### src/tcpwm_pkg.sv
package tcpwm_pkg;

    localparam int COUNT_W    = 8;
    localparam int PRESCALE_W = 10;
    localparam int DIVISOR_W  = PRESCALE_W + 1;

    localparam logic [1:0] MODE_NORMAL   = 2'd0;
    localparam logic [1:0] MODE_CTC      = 2'd1;
    localparam logic [1:0] MODE_PWM      = 2'd2;
    localparam logic [1:0] MODE_PWM_ALT  = 2'd3;

    localparam logic [1:0] ACT_OFF       = 2'd0;
    localparam logic [1:0] ACT_TOGGLE    = 2'd1;
    localparam logic [1:0] ACT_CLEAR     = 2'd2;
    localparam logic [1:0] ACT_SET       = 2'd3;

    localparam logic       CMD_TICK      = 1'b0;
    localparam logic       CMD_LOAD      = 1'b1;

    localparam logic [1:0] REG_MODE      = 2'd0;
    localparam logic [1:0] REG_PRESCALE  = 2'd1;
    localparam logic [1:0] REG_COMPARE   = 2'd2;
    localparam logic [1:0] REG_ACTION    = 2'd3;

    localparam logic [2:0] PRE_STOP      = 3'd0;
    localparam logic [2:0] PRE_DIV1      = 3'd1;
    localparam logic [2:0] PRE_DIV8      = 3'd2;
    localparam logic [2:0] PRE_DIV64     = 3'd3;
    localparam logic [2:0] PRE_DIV256    = 3'd4;
    localparam logic [2:0] PRE_DIV1024   = 3'd5;

    localparam logic [COUNT_W-1:0] COUNT_TOP = 8'hFF;

    typedef struct packed {
        logic [1:0]         timer_mode;
        logic [2:0]         prescale_select;
        logic [COUNT_W-1:0] compare_value;
        logic [1:0]         output_action;
    } cfg_t;

    typedef struct packed {
        logic               pin_level;
        logic               compare_event;
        logic               overflow_event;
        logic [COUNT_W-1:0] count_now;
    } result_t;

    function automatic logic [DIVISOR_W-1:0] prescale_divisor(input logic [2:0] sel);
        logic [DIVISOR_W-1:0] d;
        d = '0;
        unique case (sel)
            PRE_DIV1:    d = 11'd1;
            PRE_DIV8:    d = 11'd8;
            PRE_DIV64:   d = 11'd64;
            PRE_DIV256:  d = 11'd256;
            PRE_DIV1024: d = 11'd1024;
            default:     d = '0;
        endcase
        return d;
    endfunction

    function automatic logic match_pin(input logic pin, input logic [1:0] action);
        logic p;
        p = pin;
        unique case (action)
            ACT_TOGGLE: p = ~pin;
            ACT_CLEAR:  p = 1'b0;
            ACT_SET:    p = 1'b1;
            default:    p = pin;
        endcase
        return p;
    endfunction

endpackage

### src/tcpwm_cfg.sv
module tcpwm_cfg
    import tcpwm_pkg::*;
(
    input  logic                clk,
    input  logic                rst_n,
    input  logic                cfg_we,
    input  logic [1:0]          cfg_index,
    input  logic [COUNT_W-1:0]  cfg_data,
    output cfg_t                cfg
);

    cfg_t cfg_reg;

    always_ff @(posedge clk or negedge rst_n)
    begin
        if (!rst_n)
        begin
            cfg_reg <= '0;
        end
        else if (cfg_we)
        begin
            unique case (cfg_index)
                REG_MODE:     cfg_reg.timer_mode      <= cfg_data[1:0];
                REG_PRESCALE: cfg_reg.prescale_select <= cfg_data[2:0];
                REG_COMPARE:  cfg_reg.compare_value   <= cfg_data;
                REG_ACTION:   cfg_reg.output_action   <= cfg_data[1:0];
                default:      cfg_reg <= cfg_reg;
            endcase
        end
    end

    assign cfg = cfg_reg;

endmodule

### src/tcpwm_core.sv
module tcpwm_core
    import tcpwm_pkg::*;
(
    input  logic                clk,
    input  logic                rst_n,
    input  logic                step_en,
    input  logic                cmd,
    input  logic [COUNT_W-1:0]  load_value,
    input  cfg_t                cfg,
    output result_t             res
);

    logic [PRESCALE_W-1:0] prescale_count_reg, prescale_count_next;
    logic [COUNT_W-1:0]    timer_count_reg, timer_count_next;
    logic                  pin_reg, pin_next;

    logic [DIVISOR_W-1:0]  divisor;
    logic [DIVISOR_W-1:0]  prescale_inc;
    logic                  match;
    logic                  pwm_active;
    logic                  ovf;
    logic                  cmp;
    logic                  pwm_pin;

    assign divisor      = prescale_divisor(cfg.prescale_select);
    assign prescale_inc = {1'b0, prescale_count_reg} + 11'd1;
    assign match        = (timer_count_reg == cfg.compare_value);
    assign pwm_active   = (cfg.timer_mode == MODE_PWM) || (cfg.timer_mode == MODE_PWM_ALT);

    // In fast PWM the wrap action is applied after the match action, so it wins.
    always_comb
    begin
        pwm_pin = pin_reg;
        if (match)
        begin
            if (cfg.output_action == ACT_CLEAR)
                pwm_pin = 1'b0;
            else if (cfg.output_action == ACT_SET)
                pwm_pin = 1'b1;
        end
        if (timer_count_reg == COUNT_TOP)
        begin
            if (cfg.output_action == ACT_CLEAR)
                pwm_pin = 1'b1;
            else if (cfg.output_action == ACT_SET)
                pwm_pin = 1'b0;
        end
    end

    always_comb
    begin
        prescale_count_next = prescale_count_reg;
        timer_count_next    = timer_count_reg;
        pin_next            = pin_reg;
        ovf                 = 1'b0;
        cmp                 = 1'b0;
        if (cmd == CMD_LOAD)
        begin
            timer_count_next = load_value;
        end
        else if (divisor != '0)
        begin
            if (prescale_inc >= divisor)
            begin
                prescale_count_next = '0;
                cmp = match;
                if ((cfg.timer_mode == MODE_CTC) && match)
                begin
                    timer_count_next = '0;
                    pin_next = match_pin(pin_reg, cfg.output_action);
                end
                else
                begin
                    ovf = (timer_count_reg == COUNT_TOP);
                    timer_count_next = timer_count_reg + 8'd1;
                    if (pwm_active)
                        pin_next = pwm_pin;
                    else if (match)
                        pin_next = match_pin(pin_reg, cfg.output_action);
                end
            end
            else
            begin
                prescale_count_next = prescale_inc[PRESCALE_W-1:0];
            end
        end
    end

    always_ff @(posedge clk or negedge rst_n)
    begin
        if (!rst_n)
        begin
            prescale_count_reg <= '0;
            timer_count_reg    <= '0;
            pin_reg            <= 1'b0;
        end
        else if (step_en)
        begin
            prescale_count_reg <= prescale_count_next;
            timer_count_reg    <= timer_count_next;
            pin_reg            <= pin_next;
        end
    end

    assign res.count_now      = timer_count_next;
    assign res.overflow_event = ovf;
    assign res.compare_event  = cmp;
    assign res.pin_level      = pin_next;

endmodule

### src/timer_counter_normal_ctc_pwm.sv
// Eight-bit timer/counter with prescaler, clear-on-compare and fast PWM.
// Each request on the slave stream is either one clock tick (s_tuser low)
// or a counter load (s_tuser high, value in s_tdata).  Every request makes
// exactly one result request on the master stream, carrying the counter
// value after the request, the overflow and compare flags and the level of
// the compare output pin.
// A request is held in an input register, the timer step is computed
// combinationally from it, and the result lands in an output register
// that drives m_tvalid.  The timer state is updated in the same cycle,
// so one request per cycle is sustained while m_tready is high.
// When the receiver stalls, the result waits in the output register and
// one more request is still taken into the input register; after that
// s_tready drops until m_tready returns.
// The user must write the configuration through cfg_we, cfg_index and
// cfg_data only while the block is idle, which it does not enforce.
// Reset clears the configuration, the prescaler, the counter, the pin and both stream stages.
module timer_counter_normal_ctc_pwm
    import tcpwm_pkg::*;
(
    input  logic                clk,
    input  logic                rst_n,
    input  logic                s_tvalid,
    output logic                s_tready,
    input  logic [7:0]          s_tdata,   // [7:0] load_value
    input  logic                s_tuser,   // [0] cmd
    output logic                m_tvalid,
    input  logic                m_tready,
    output logic [15:0]         m_tdata,   // [7:0] count_now, [8] overflow_event,
                                           // [9] compare_event, [10] pin_level, rest zero
    input  logic                cfg_we,
    input  logic [1:0]          cfg_index,
    input  logic [7:0]          cfg_data
);

    cfg_t                cfg;
    result_t             res;

    logic                in_valid_reg;
    logic                in_cmd_reg;
    logic [COUNT_W-1:0]  in_load_reg;
    logic                out_valid_reg;
    result_t             out_res_reg;
    logic                advance;

    assign advance  = in_valid_reg && (!out_valid_reg || m_tready);
    assign s_tready = !in_valid_reg || advance;

    tcpwm_cfg u_cfg (
        .clk       (clk),
        .rst_n     (rst_n),
        .cfg_we    (cfg_we),
        .cfg_index (cfg_index),
        .cfg_data  (cfg_data),
        .cfg       (cfg)
    );

    tcpwm_core u_core (
        .clk        (clk),
        .rst_n      (rst_n),
        .step_en    (advance),
        .cmd        (in_cmd_reg),
        .load_value (in_load_reg),
        .cfg        (cfg),
        .res        (res)
    );

    always_ff @(posedge clk or negedge rst_n)
    begin
        if (!rst_n)
        begin
            in_valid_reg  <= 1'b0;
            out_valid_reg <= 1'b0;
        end
        else
        begin
            if (s_tready)
                in_valid_reg <= s_tvalid;
            if (advance)
                out_valid_reg <= 1'b1;
            else if (m_tready)
                out_valid_reg <= 1'b0;
        end
    end

    always_ff @(posedge clk)
    begin
        if (s_tready && s_tvalid)
        begin
            in_cmd_reg  <= s_tuser;
            in_load_reg <= s_tdata;
        end
        if (advance)
            out_res_reg <= res;
    end

    assign m_tvalid = out_valid_reg;
    assign m_tdata  = {5'd0, out_res_reg.pin_level, out_res_reg.compare_event,
                       out_res_reg.overflow_event, out_res_reg.count_now};

    a_ovf_wraps_to_zero : assert property (@(posedge clk) disable iff (!rst_n)
        out_valid_reg && out_res_reg.overflow_event |-> out_res_reg.count_now == '0)
        else $error("overflow reported with nonzero count");

    a_ctc_clears : assert property (@(posedge clk) disable iff (!rst_n)
        out_valid_reg && out_res_reg.compare_event && cfg.timer_mode == MODE_CTC
        |-> out_res_reg.count_now == '0)
        else $error("CTC compare did not clear the counter");

    a_load_quiet : assert property (@(posedge clk) disable iff (!rst_n)
        advance && in_cmd_reg == CMD_LOAD
        |=> !out_res_reg.overflow_event && !out_res_reg.compare_event
            && out_res_reg.count_now == $past(in_load_reg))
        else $error("load request produced events or wrong count");

endmodule
### config.mk
export PLATFORM = sky130hd
export DESIGN_NAME = timer_counter_normal_ctc_pwm
export DESIGN_NICKNAME = d
export VERILOG_FILES = /design/src/tcpwm_pkg.sv /design/src/tcpwm_cfg.sv /design/src/tcpwm_core.sv /design/src/timer_counter_normal_ctc_pwm.sv
export SDC_FILE = /design/constraint.sdc
export NUM_CORES = 1
export LEC_CHECK = 0
export CORE_MARGIN = 2
export CORE_UTILIZATION = 30
export CTS_CLUSTER_DIAMETER = 80
export DETAILED_ROUTE_END_ITERATION = 8
export DONT_BUFFER_PORTS = 1
export PLACE_DENSITY_LB_ADDON = 0.3
export SLEW_MARGIN = 20
export SYNTH_ARGS = -nofsm -noshare
export SYNTH_HDL_FRONTEND = slang
export SYNTH_SLANG_ARGS = --single-unit
### constraint.sdc
create_clock -name clk -period 3.2 [get_ports clk]
set_input_delay 0.64 -clock clk [delete_from_list [all_inputs] [get_ports clk]]
set_output_delay 0.64 -clock clk [all_outputs]
set_load 0.02 [all_outputs]
# --- Yosys cells after proc, flatten, opt, wreduce, memory -nomap -nowiden ---
# Index checks and enable logic that the tools add are counted.
classes:
  n_reduce_logical: 18
  eq_ne: 16
  add_sub_neg: 2
  n_lt_le_gt_ge: 1
  n_bitwise: 4
  muxes: 21
op_table:
  columns: ["operator", "count"]
  rows:
  - ["$pmux 11 s5", 1]
  - ["$mux 8", 4]
  - ["$mux 1", 14]
  - ["$eq 2x2->1 const B", 6]
  - ["$add 10x1->11 const B", 1]
  - ["$ge 11x11->1", 1]
  - ["$reduce_bool 11->1", 1]
  - ["$mux 10", 1]
  - ["$add 8x1->8 const B", 1]
  - ["$eq 8x8->1", 1]
  - ["$eq 8x8->1 const B", 1]
  - ["$reduce_and 2->1", 4]
  - ["$eq 2x1->1 const B", 3]
  - ["$eq 3x2->1 const B", 2]
  - ["$eq 3x3->1 const B", 2]
  - ["$not 1->1", 4]
  - ["$reduce_or 4->1", 1]
  - ["$eq 3x1->1 const B", 1]
  - ["$logic_and 1x1->1", 3]
  - ["$logic_or 1x1->1", 3]
  - ["$pmux 1 s3", 1]
  - ["$reduce_and 3->1", 1]
  - ["$reduce_or 3->1", 1]
  - ["$logic_not 1->1", 2]
  - ["2 further kinds", 2]
totals:
  elab_cells: 77
  output_inout_bits: 18
  reg_bits: 56

# --- Depth between registers and ports, before layout ---
depth:
  depth_word: 12
  mapped_depth: 12

# --- By module ---
# From an unflattened synthesis, not the netlist that was laid out.
unflattened:
  hier_cells: 307
  area_unflattened_um2: 3283.1
modules_own_cells:
  columns: ["mod", "cells_per_inst", "area_each_um2", "seq_area_each_um2", "instances"]
  rows:
  - ["tcpwm_core", 239, 1948.1, 475.5, 1]
  - ["timer_counter_normal_ctc_pwm", 34, 745.7, 650.6, 1]
  - ["tcpwm_cfg", 34, 589.3, 375.4, 1]

# --- Least setup slack after synthesis ---
# No wires, ideal clock.
synth_timing:
  path_type: "reg2reg"
  from: "register u_core.prescale_count_reg[0]"
  to: "register out_res_reg, in the netlist m_tdata[6] (data pin)"
  t_arrival_ns: 2.666
  stages_incl_launch_ff: 12
  slack_ns: 0.275
  setup_time_ns: 0.259
  cell_sequence: "dfrtp_1 -> ha_1 -> nand4_1 -> nor2_1 -> and3_1 -> ha_1 -> or4b_1 -> o211a_1 -> a21oi_4 -> buf_6 -> nor3_1 -> o31a_1"
synth_rtl:
  columns: ["item", "line_no", "rtl"]
  rows:
  - ["start: declaration", "tcpwm_core.sv:13", "logic [PRESCALE_W-1:0] prescale_count_reg, prescale_count_next;"]
  - ["start signal: assignment", "tcpwm_core.sv:99", "prescale_count_reg <= prescale_count_next;"]
  - ["end signal: assignment", "timer_counter_normal_ctc_pwm.sv:93", "out_res_reg <= res;"]
  - ["end: declaration", "timer_counter_normal_ctc_pwm.sv:42", "result_t out_res_reg;"]

# --- Final worst setup path ---
layout_timing:
  from: "register u_core.prescale_count_reg[1]"
  to: "register u_core.prescale_count_reg[0]"
layout_via:
  elab_chain_cells: 3
layout_rtl:
  columns: ["item", "line_no", "rtl"]
  rows:
  - ["$add 10x1->11", "tcpwm_core.sv:26", "assign prescale_inc = {1'b0, prescale_count_reg} + 11'd1;"]
  - ["$ge 11x11->1", "tcpwm_core.sv:63", "if (prescale_inc >= divisor)"]
  - ["$mux 10", "tcpwm_core.sv:63", null]
# No other way between the ends.
# A chain may end at the register's enable or synchronous reset.

==> flow_metrics.py <==
metrics = {
    "cts": {
        "clk_pin_slew_ns": 0.10,
        "cts_made_buffers": 5,
        "cts.htree.levels": 2,
        "tritoncts": "yes",
        "cts_buffer_depth": 2,
        "cts-root-buf": "clkbuf_8",
        "cts.sinks": 56,
        "clkLatencyLatePin_ns": 0.31,
    },
    "timing": {
        "tns_ns": 0,
        "setup_ws_ns": 0.2242,
        "fin_crit_sh_pct": 92.99,
        "slew_headroom_pct": 60.64,
        "finalHoldViolCount": 0,
        "tightestPinTransition_ns": 0.5882,
        "setup_viol": 0,
        "slew_violations": 0,
        "max_freq_mhz": 336.0,
        "rsz0062_at_grt": "false",
        "period_minus_slack_ns": 2.976,
        "fin_skew_ns": 0.01603,
    },
    "floorplan": {
        "initial_core_util_pct": 30.41,
        "die_area_sq_um": 11690,
        "fp.dieW_microns": 108.1,
        "die_h_microns": 108.1,
        "core_sq_um": 10700,
        "top_level_ports": 42,
        "fp-row-count": 38,
    },
    "synthesis": {
        "ys_warn_count": 0,
        "synth_most_common_cell": "dfrtp_1",
        "synth_commonest_cells": "dfrtp_1 (36), edfxtp_1 (20), nand2_1 (17)",
        "synth.top_cells.by_area": "dfrtp_1 (28%), edfxtp_1 (18%), mux2_2 (5.5%)",
        "synth_edf_count": 20,
        "async_flop_share_pct": 64.29,
        "synthCells": 309,
        "ys.flop_type": "dfrtp_1",
        "synth.yosys.seq_area_share_pct": 46.15,
        "synthDistinctLibCells": 66,
        "synth_seq_cells": 56,
        "synth_top_area_share_pct": 27.69,
        "synth_area_leader_cell": "dfrtp_1",
        "syn_area_sq_um": 3253,
        "avgSynthCellArea_sq_um": 10.53,
    },
    "layout": {
        "largest_register_ffs": 15,
        "fill_cells": 1101,
        "nets": 345,
        "final_util_pct": 33.26,
        "final_area_sq_um": 3558,
        "antennaDiodeCount": 0,
        "synthToLayoutAreaGrowth_pct": 9.385,
        "layout-drive-gt1-share_pct": 17.78,
    },
    "route": {
        "drtIter0Drc": 165,
        "firstDrtPassIters": 4,
        "vias": 2489,
        "drc": 0,
        "routed-wl-met2_mm": 3.952,
        "antenna_left": 0,
        "wl_met3_microns": 385,
        "finalWirelength_mm": 8.253,
        "routedWlPerCell_microns": 18.14,
        "drt-met1-wl_mm": 3.813,
        "highest_layer": "met4",
        "vias_per_cell": 5.470,
    },
    "placement": {
        "gp_congestion": 0.8116,
        "dpl_cell_area_sq_um": 3417,
        "dp_slack_ns": 0.1717,
        "portBuffers": 0,
        "dp_hpwl_mm": 5.743,
    },
    "global_routing": {
        "grt_pass1_vias": 2474,
        "grtUsageTotal_pct": 14.36,
        "grt-ovfl-total": 0,
        "grt_max_degree": 34,
        "grt_pass1_wl_mm": 13.20,
        "grt_antenna_before_repair": 0,
    },
    "critical_path": {
        "path_class": "reg -> reg",
        "crit_start": "u_core.prescale_count_reg[1]",
        "end_kind": "flop",
        "start_kind": "flop",
        "rr_startpoint": "u_core.prescale_count_reg[1]",
        "cp.required_ns": 3.45,
        "worstPathMaxFanout": 7,
        "arrival_ns": 3.23,
    },
    "power": {
        "leakage_nw": 1.367,
        "powerDensity_nw_per_um2": 602.5,
        "ir_drop_uv": 213.7,
        "fin_total_pwr_mw": 2.144,
    },
    "flow_run": {
        "drv_cap": 0,
    },
    "worst_hold_path": {
        "hp-class": "in -> async",
    },
    "outcome": {
        "status": "finished, final reports clean",
    },
}
## worst max-delay path, stage by stage (launching register included)
cell,delay (ns)
dfrtp_2,0.46
ha_1,0.21
nand4_1,0.10
nor2_1,0.08
and3_1,0.18
ha_1,0.22
or4b_1,0.53
o211a_1,0.30
a21o_1,0.28
buf_4,0.20
nor2_4,0.16
mux2_2,0.18
## cell type report
cell class              count  area [sq um]  area share (%)
clock buffers               7         76.32           2.145
repair buffers             17         142.6           4.008
well taps                 140         175.2           4.923
inverters                   5         18.77          0.5274
clock inverters             1         5.005          0.1406
flip-flops and latches     56          1503           42.23
multi-input cells         229          1638           46.03
## cells by family (layout without fill, tap and decap cells)
logic type	Yosys count	count (layout)	synth area share, %
adders and majority gates	7	7	2.692
buffers and inverters	29	30	4.615
muxes	16	16	5.538
other	1	5	0.1153
DFF	56	56	46.15
AOI/OAI and AO/OA	78	79	17.73
and+or+nand+nor	110	110	19.92
xor gates and xnor gates	12	12	3.231
## repair_timing
item / CTS / global route
gates resized for setup: 0 / 3
buffers inserted: 0 / 1
hold buffers: 1 / 1
endpoints found under the setup margin: 0 / 11
endpoints found under the hold margin: 4 / 32
## worst paths after layout
| kind | slack, ns | cells past startpoint | to |
|---|---|---|---|
| max reg2reg | 0.22 | 11 | u_core.prescale_count_reg[0] |
| max | 0.22 | 11 | u_core.prescale_count_reg[0] |
| min reg2reg | 0.52 | 1 | m_tvalid |
| min | 0.15 | 1 | u_core.prescale_count_reg[2] |
| min in group clk | 0.41 | 0 | in_load_reg[3] |
| max in group asynchronous | 2.35 | 1 | u_core.timer_count_reg[5] |
## stage by stage
step,std cells,hold slack [ns]
global placement,443,0.3456
finish,455,0.1483
CTS,452,0.004290
detailed placement,443,0.3461
floorplan,313,0.3444
global route,455,0.1437
## layer usage
metal | GRT usage [%] | vias to the layer above
met1 | 19.74 | 1224
li1 | - | 1183
met4 | 4.304 | 0
met3 | 2.773 | 10
met2 | 23.00 | 72
met5 | 0 | -
## cells in the final DEF, fill, tap and decap left out, types with 4 or more instances in the layout
cell,count
dfrtp_1,35
edfxtp_1,20
nand2_1,17
mux2_2,16
buf_4,15
nand3_1,14
nor2_1,13
o21ai_0,13
xor2_1,11
o31ai_1,9
nor3_1,9
and3_1,8
a21oi_1,7
nand2b_1,7
ha_1,7
nor4_1,6
nand3b_1,5
inv_1,5
and2_1,5
o211ai_1,5
a22o_1,5
conb_1,5
clkbuf_8,5
o31a_1,4
a31oi_1,4
## power breakdown
part	internal (mW)	leakage, nW	switching, mW
clock network	0.155	0.0422	0.240
logic	0.304	0.704	0.385
registers	0.877	0.622	0.184
No activity file was read; power rests on OpenSTA's default activity.
